==> src/hw/rtl/soht_pkg.sv <==
package soht_pkg;

    localparam int SOHT_NUM_BUCKETS  = 256;
    localparam int SOHT_BUCKET_DEPTH = 8;
    localparam int KEY_BYTES         = 8;
    localparam int KEY_W             = 8 * KEY_BYTES;
    localparam int LEN_W             = 4;
    localparam int VALUE_BITS        = 32;
    localparam int CFG_W             = 4;
    localparam int CFG_IDX_W         = 2;
    localparam int HASH_W            = 10;
    localparam int HASH_ODD_ADD      = 1 << 3;

    localparam logic [CFG_IDX_W-1:0] CFG_TABLE_SIZE = 2'd0;
    localparam logic [CFG_IDX_W-1:0] CFG_BUCKET_CAP = 2'd1;
    localparam logic [CFG_IDX_W-1:0] CFG_REORDER    = 2'd2;

    localparam logic [1:0] MODE_TO_FRONT = 2'd1;
    localparam logic [1:0] MODE_UP_ONE   = 2'd2;

    localparam logic [CFG_W-1:0] TABLE_SIZE_RESET = 4'd8;

    typedef enum logic [1:0] {
        ACT_INSERT  = 2'd0,
        ACT_GET     = 2'd1,
        ACT_REPLACE = 2'd2,
        ACT_REMOVE  = 2'd3
    } action_t;

    typedef enum logic [2:0] {
        RS_DONE        = 3'd0,
        RS_NOT_FOUND   = 3'd1,
        RS_DUPLICATE   = 3'd2,
        RS_TABLE_FULL  = 3'd3,
        RS_BUCKET_FULL = 3'd4
    } res_status_t;

    typedef struct packed {
        action_t                action;
        logic [KEY_W-1:0]       key_chars;
        logic [LEN_W-1:0]       key_length;
        logic [VALUE_BITS-1:0]  value_in;
    } req_t;

    typedef struct packed {
        res_status_t            status;
        logic [VALUE_BITS-1:0]  value_out;
        logic                   evicted;
    } res_t;

    typedef struct packed {
        logic [KEY_W-1:0]       key;
        logic [LEN_W-1:0]       len;
        logic [VALUE_BITS-1:0]  value;
    } entry_t;

    typedef struct packed {
        logic       hash_done;
        logic       match;
        logic       at_end;
        logic       at_lo;
        logic       at_last;
        logic       table_full;
        logic       bucket_full;
        logic       reorder;
        action_t    action;
    } dp_stat_t;

    typedef struct packed {
        logic           load;
        logic           hash_step;
        logic           hash;
        logic           fill_cap;
        logic           cur_clr;
        logic           cur_inc;
        logic           cur_dec;
        logic           rd_cur;
        logic           rd_prev;
        logic           rd_next;
        logic           wr_cur;
        logic           put;
        logic           hit_cap;
        logic           setup_hit;
        logic           setup_ins;
        logic           fin;
        res_status_t    status;
    } dp_cmd_t;

    function automatic logic [7:0] soht_lower(input logic [7:0] c);
        logic [7:0] r;
        r = c;
        if (c >= 8'h41 && c <= 8'h5A)
        begin
            r = c + 8'h20;
        end
        return r;
    endfunction

    function automatic logic [LEN_W-1:0] soht_len_clamp(input logic [LEN_W-1:0] len);
        logic [LEN_W-1:0] r;
        r = len;
        if (len == '0)
        begin
            r = LEN_W'(1);
        end
        else if (int'(len) > KEY_BYTES)
        begin
            r = LEN_W'(KEY_BYTES);
        end
        return r;
    endfunction

    function automatic logic [KEY_W-1:0] soht_key_mask(input logic [KEY_W-1:0] key,
                                                      input logic [LEN_W-1:0] len);
        logic [KEY_W-1:0] r;
        r = key;
        for (int i = 0; i < KEY_BYTES; i++)
        begin
            if (i >= int'(len))
            begin
                r[8*i +: 8] = 8'h00;
            end
        end
        return r;
    endfunction

endpackage

==> src/hw/rtl/soht_ctrl.sv <==
module soht_ctrl
    import soht_pkg::*;
(
    input  logic     clk,
    input  logic     rst_n,
    input  logic     start,
    input  dp_stat_t stat,
    output dp_cmd_t  cmd,
    output logic     busy
);

    typedef enum logic [10:0] {
        S_IDLE    = 11'b000_0000_0001,
        S_HASH    = 11'b000_0000_0010,
        S_FILL    = 11'b000_0000_0100,
        S_SRCH_RD = 11'b000_0000_1000,
        S_SRCH_CM = 11'b000_0001_0000,
        S_HIT     = 11'b000_0010_0000,
        S_SHDN_RD = 11'b000_0100_0000,
        S_SHDN_WR = 11'b000_1000_0000,
        S_SHUP_RD = 11'b001_0000_0000,
        S_SHUP_WR = 11'b010_0000_0000,
        S_FIN     = 11'b100_0000_0000
    } state_t;

    state_t      state_reg, state_next;
    res_status_t status_reg, status_next;

    always_ff @(posedge clk or negedge rst_n)
    begin
        if (!rst_n)
        begin
            state_reg  <= S_IDLE;
            status_reg <= RS_DONE;
        end
        else
        begin
            state_reg  <= state_next;
            status_reg <= status_next;
        end
    end

    assign busy = (state_reg != S_IDLE);

    always_comb
    begin
        state_next  = state_reg;
        status_next = status_reg;
        cmd         = '0;
        cmd.status  = status_reg;
        case (state_reg)
            S_IDLE:
            begin
                if (start)
                begin
                    cmd.load   = 1'b1;
                    state_next = S_HASH;
                end
            end
            S_HASH:
            begin
                if (!stat.hash_done)
                begin
                    cmd.hash_step = 1'b1;
                end
                else
                begin
                    cmd.hash   = 1'b1;
                    state_next = S_FILL;
                end
            end
            S_FILL:
            begin
                cmd.fill_cap = 1'b1;
                if (stat.action == ACT_INSERT && stat.table_full)
                begin
                    status_next = RS_TABLE_FULL;
                    state_next  = S_FIN;
                end
                else
                begin
                    cmd.cur_clr = 1'b1;
                    state_next  = S_SRCH_RD;
                end
            end
            S_SRCH_RD:
            begin
                if (stat.at_end)
                begin
                    if (stat.action != ACT_INSERT)
                    begin
                        status_next = RS_NOT_FOUND;
                        state_next  = S_FIN;
                    end
                    else if (stat.bucket_full)
                    begin
                        status_next = RS_BUCKET_FULL;
                        state_next  = S_FIN;
                    end
                    else
                    begin
                        cmd.setup_ins = 1'b1;
                        status_next   = RS_DONE;
                        state_next    = S_SHDN_RD;
                    end
                end
                else
                begin
                    cmd.rd_cur = 1'b1;
                    state_next = S_SRCH_CM;
                end
            end
            S_SRCH_CM:
            begin
                if (stat.match)
                begin
                    cmd.hit_cap = 1'b1;
                    state_next  = S_HIT;
                end
                else
                begin
                    cmd.cur_inc = 1'b1;
                    state_next  = S_SRCH_RD;
                end
            end
            S_HIT:
            begin
                cmd.setup_hit = 1'b1;
                status_next   = (stat.action == ACT_INSERT) ? RS_DUPLICATE : RS_DONE;
                if (stat.action == ACT_REMOVE)
                begin
                    state_next = S_SHUP_RD;
                end
                else if (stat.reorder || stat.action == ACT_REPLACE)
                begin
                    state_next = S_SHDN_RD;
                end
                else
                begin
                    state_next = S_FIN;
                end
            end
            S_SHDN_RD:
            begin
                if (stat.at_lo)
                begin
                    cmd.put    = 1'b1;
                    state_next = S_FIN;
                end
                else
                begin
                    cmd.rd_prev = 1'b1;
                    state_next  = S_SHDN_WR;
                end
            end
            S_SHDN_WR:
            begin
                cmd.wr_cur  = 1'b1;
                cmd.cur_dec = 1'b1;
                state_next  = S_SHDN_RD;
            end
            S_SHUP_RD:
            begin
                if (stat.at_last)
                begin
                    state_next = S_FIN;
                end
                else
                begin
                    cmd.rd_next = 1'b1;
                    state_next  = S_SHUP_WR;
                end
            end
            S_SHUP_WR:
            begin
                cmd.wr_cur  = 1'b1;
                cmd.cur_inc = 1'b1;
                state_next  = S_SHUP_RD;
            end
            S_FIN:
            begin
                cmd.fin    = 1'b1;
                state_next = S_IDLE;
            end
            default:
            begin
                state_next = S_IDLE;
            end
        endcase
    end

endmodule

==> config.mk <==
export PLATFORM = sky130hd
export DESIGN_NAME = soht_ctrl
export DESIGN_NICKNAME = d
export VERILOG_FILES = /design/src/hw/rtl/soht_pkg.sv /design/src/hw/rtl/soht_ctrl.sv
export SDC_FILE = /design/constraint.sdc
export NUM_CORES = 1
export LEC_CHECK = 0
export ABC_CLOCK_PERIOD_IN_PS = 5650
export BUFFER_PORTS_ARGS = -buffer_cell sky130_fd_sc_hd__buf_2
export CAP_MARGIN = 10
export CORE_MARGIN = 8
export CORE_UTILIZATION = 51
export DETAILED_ROUTE_END_ITERATION = 8
export PLACE_DENSITY = 0.9
export REMOVE_ABC_BUFFERS = 1
export SETUP_SLACK_MARGIN = 0.1
export SYNTH_ARGS = -nofsm -noshare
export SYNTH_HDL_FRONTEND = slang
export SYNTH_SLANG_ARGS = --single-unit
==> constraint.sdc <==
create_clock -name clk -period 5.65 [get_ports clk]
set_input_delay 0.8475 -clock clk [delete_from_list [all_inputs] [get_ports clk]]
set_output_delay 0.8475 -clock clk [all_outputs]
set_load 0.01 [all_outputs]
==> impl_results.rst <==
.. list-table::
   :header-rows: 1

   * - Metric
     - Value
   * - Antenna violations before repair
     - 0
   * - GR Layer Usage met3
     - 2.47%
   * - Die Outline Area
     - 3280 µm²
   * - Max Clock Skew
     - 0.00617 ns
   * - Highest net fanout along the worst path
     - 7
   * - Routed wirelength normalized by instance count
     - 16.2 µm
   * - Met2 Use GR
     - 26.4%
   * - Vias in the first global route
     - 893
   * - Largest net degree at the start of global routing
     - 15
   * - Global routing's busiest layer
     - met2
   * - Count of final hold-check violations
     - 0
   * - Global router's overall resource usage
     - 15.4%
   * - Setup crit end kind
     - output port
   * - Path class of the lowest-slack min-delay path
     - in -> async
   * - Remaining DRCs
     - 0
   * - Setup Viol. Count Final
     - 0
   * - Number of buffers inserted to repair setup after CTS
     - 0
   * - Setup crit start kind
     - flip-flop
   * - Max H-tree Level
     - 1
   * - Non-Filler Cell Area, Final
     - 1070 µm²
   * - Number of filler cells placed in the layout
     - 151
   * - Unrepaired setup endpoints after global routing
     - no
   * - Count of distinct cell types in the synthesized netlist
     - 31
   * - Final Routed Wirelength
     - 2470 µm
   * - # diodes
     - 0
   * - Clock tree from TritonCTS
     - yes
   * - Fraction of final layout cells sized beyond drive strength 1
     - 27.9%
   * - Final HPWL DP
     - 2010 µm
   * - Max-capacitance violation count
     - 0
   * - Total power of the final layout
     - 317 µW
   * - Std-Cell Rows
     - 15
   * - Clock buffer depth
     - 2
   * - Main flop type after synthesis
     - sky130_fd_sc_hd__dfrtp_1
   * - Cells after synthesis
     - 102
   * - Clock-pin slew on the worst setup and hold paths
     - 0.09 ns
   * - Clock latency reported for the late side of the worst-skew pair
     - 0.28 ns
   * - Average size of a mapped cell
     - 8.50 µm²
   * - Count of flip-flops with a built-in enable after synthesis
     - 0
   * - Die H
     - 57.2 µm
   * - Area post-placement
     - 1040 µm²
   * - Die Width
     - 57.2 µm
   * - Slew HR
     - 42.2%
   * - Detailed router's first-iteration violation count
     - 41
   * - Run status
     - finished, final reports clean
   * - Count of boundary I/O pins
     - 33
   * - Post-CTS Resized
     - 0
   * - Final Cycle Share
     - 62.0%
   * - Number of buffers added to fix hold violations after cts
     - 0
   * - Initial Util
     - 51.9%
   * - DRT Pass-1 Iters
     - 4
   * - Wire length of the first global-routing pass
     - 4050 µm
   * - Number of nets with antenna violations after detailed routing
     - 0
   * - Endpoint required time on the critical path
     - 4.80 ns
   * - Overall via count from detail_route
     - 929
   * - Largest register FFs
     - 11
   * - Power Dens Cells
     - 297 nW/µm²
   * - Async set or reset register ratio after synthesis
     - 100%
   * - Number of warnings printed during yosys synthesis
     - 0
   * - Area taken by flip-flops and latches
     - 352 µm²
   * - Startpoint-to-endpoint class of the critical path
     - reg -> out
   * - Placeable core area
     - 1670 µm²
   * - Post-layout util
     - 63.8%
   * - Synth Register Bits
     - 14
   * - Met1 layer usage reported by global route
     - 18.0%
   * - Area taken by multi-input logic gates
     - 469 µm²
   * - Static Leakage
     - 0.000579 µW
   * - Sequential area share after synthesis
     - 40.5%
   * - GP Congestion
     - 0.817
   * - CTS Buf Count
     - 3
   * - Commonest cells after routing, fill and taps aside
     - sky130_fd_sc_hd__buf_2 (32), sky130_fd_sc_hd__nor2_1 (16), sky130_fd_sc_hd__dfrtp_1 (13)
   * - Final sum of negative setup slack
     - 0 ns
   * - Number of buffers added on ports
     - 32
   * - Highest clock frequency the design can meet
     - 0.285 GHz
   * - Vias per cell
     - 6.07
   * - Net count of the finished layout
     - 150
   * - Worst endpoint data arrival time
     - 2.66 ns
   * - Area growth from synthesis to layout
     - 22.9%
   * - Final global-route overflow total
     - 0
   * - Worst-case vdd ir drop
     - 0.164 mV
   * - Sink count of the clock tree
     - 14
   * - Tightest Pin Transition
     - 0.860 ns
   * - Netlist area before placement
     - 867 µm²
   * - Most common cell after layout, fill and taps aside
     - sky130_fd_sc_hd__buf_2
   * - Shortest clock period the worst path allows after layout
     - 3.50 ns
   * - Number of max-slew violations in the final report
     - 0
   * - Clock root cell
     - sky130_fd_sc_hd__clkbuf_4
-- cell families after synthesis --
group	Yosys count	synth area share, %
AOI/OAI and AO/OA	13	11.1
buffers and inverters	12	5.34
DFF	14	40.5
muxes	4	4.91
and+or+nand+nor	59	38.1
-- metal layers --
| metal | wire (µm) | part of all wire, % | vias to the layer above |
|---|---|---|---|
| met5 | 0 | 0 | - |
| met4 | 44 | 1.8 | 0 |
| met3 | 146 | 5.9 | 7 |
| met2 | 1200 | 48 | 45 |
| met1 | 1080 | 44 | 432 |
| li1 | - | - | 445 |
-- final timing paths --
check,from,end,slack [ns],cells after the start
hold reg to reg,status_reg[2],status_reg[2],0.51,1
min in group clk,status_reg[2],status_reg[2],0.51,1
setup reg to reg,state_reg[1],status_reg[1],3.03,4
max in group asynchronous,rst_n,state_reg[0],4.91,1
setup / recovery,state_reg[5],cmd[4],2.15,5
hold / removal,rst_n,state_reg[4],0.44,1
-- cell usage after synthesis (2+ instances only) --
cell type,number,area [µm²]
sky130_fd_sc_hd__dfrtp_1,13,325
sky130_fd_sc_hd__inv_1,10,37.5
sky130_fd_sc_hd__mux2_2,2,22.5
sky130_fd_sc_hd__mux2i_1,2,20.0
sky130_fd_sc_hd__nand2_1,4,15.0
sky130_fd_sc_hd__nand2b_1,2,12.5
sky130_fd_sc_hd__nand3_1,8,40.0
sky130_fd_sc_hd__nand4_1,4,25.0
sky130_fd_sc_hd__nor2_1,16,60.1
sky130_fd_sc_hd__nor2b_1,5,31.3
sky130_fd_sc_hd__nor3_1,3,15.0
sky130_fd_sc_hd__nor4_1,4,25.0
sky130_fd_sc_hd__nor4b_1,7,61.3
sky130_fd_sc_hd__o21ai_0,3,15.0
sky130_fd_sc_hd__or4_1,3,22.5
-- through the flow --
stage               instances  setup WS, ns  hold WS, ns
finish                    153          2.15        0.444
global route              153          2.06        0.455
CTS                       153          2.22        0.456
detailed placement        149          2.53        0.494
global placement          149          2.71        0.486
floorplan                 100          2.89        0.551
-- critical path: stages, from the launching register on --
cell and delay [ns]:
sky130_fd_sc_hd__dfrtp_1 0.44, sky130_fd_sc_hd__or4_1 0.66, sky130_fd_sc_hd__nor4_1 0.74, sky130_fd_sc_hd__nand3_1 0.24, sky130_fd_sc_hd__nor2_1 0.14, sky130_fd_sc_hd__buf_2 0.14
-- power breakdown --
part	internal, µW	leakage, µW	switching [µW]
Clock	27.4	0.0000150	33.4
Combinational	51.6	0.000379	68.2
Sequential	119	0.000185	16.4
Total	199	0.000579	118
-- area by class of cell --
class / instances / share of cell area [%]
multi-input combinational: 76 / 44.0
tap: 17 / 2.00
inverter: 10 / 3.52
clock buffer: 4 / 2.46
sequential: 14 / 33.0
timing repair buffer: 32 / 15.0
No activity file was read; power rests on OpenSTA's default activity.
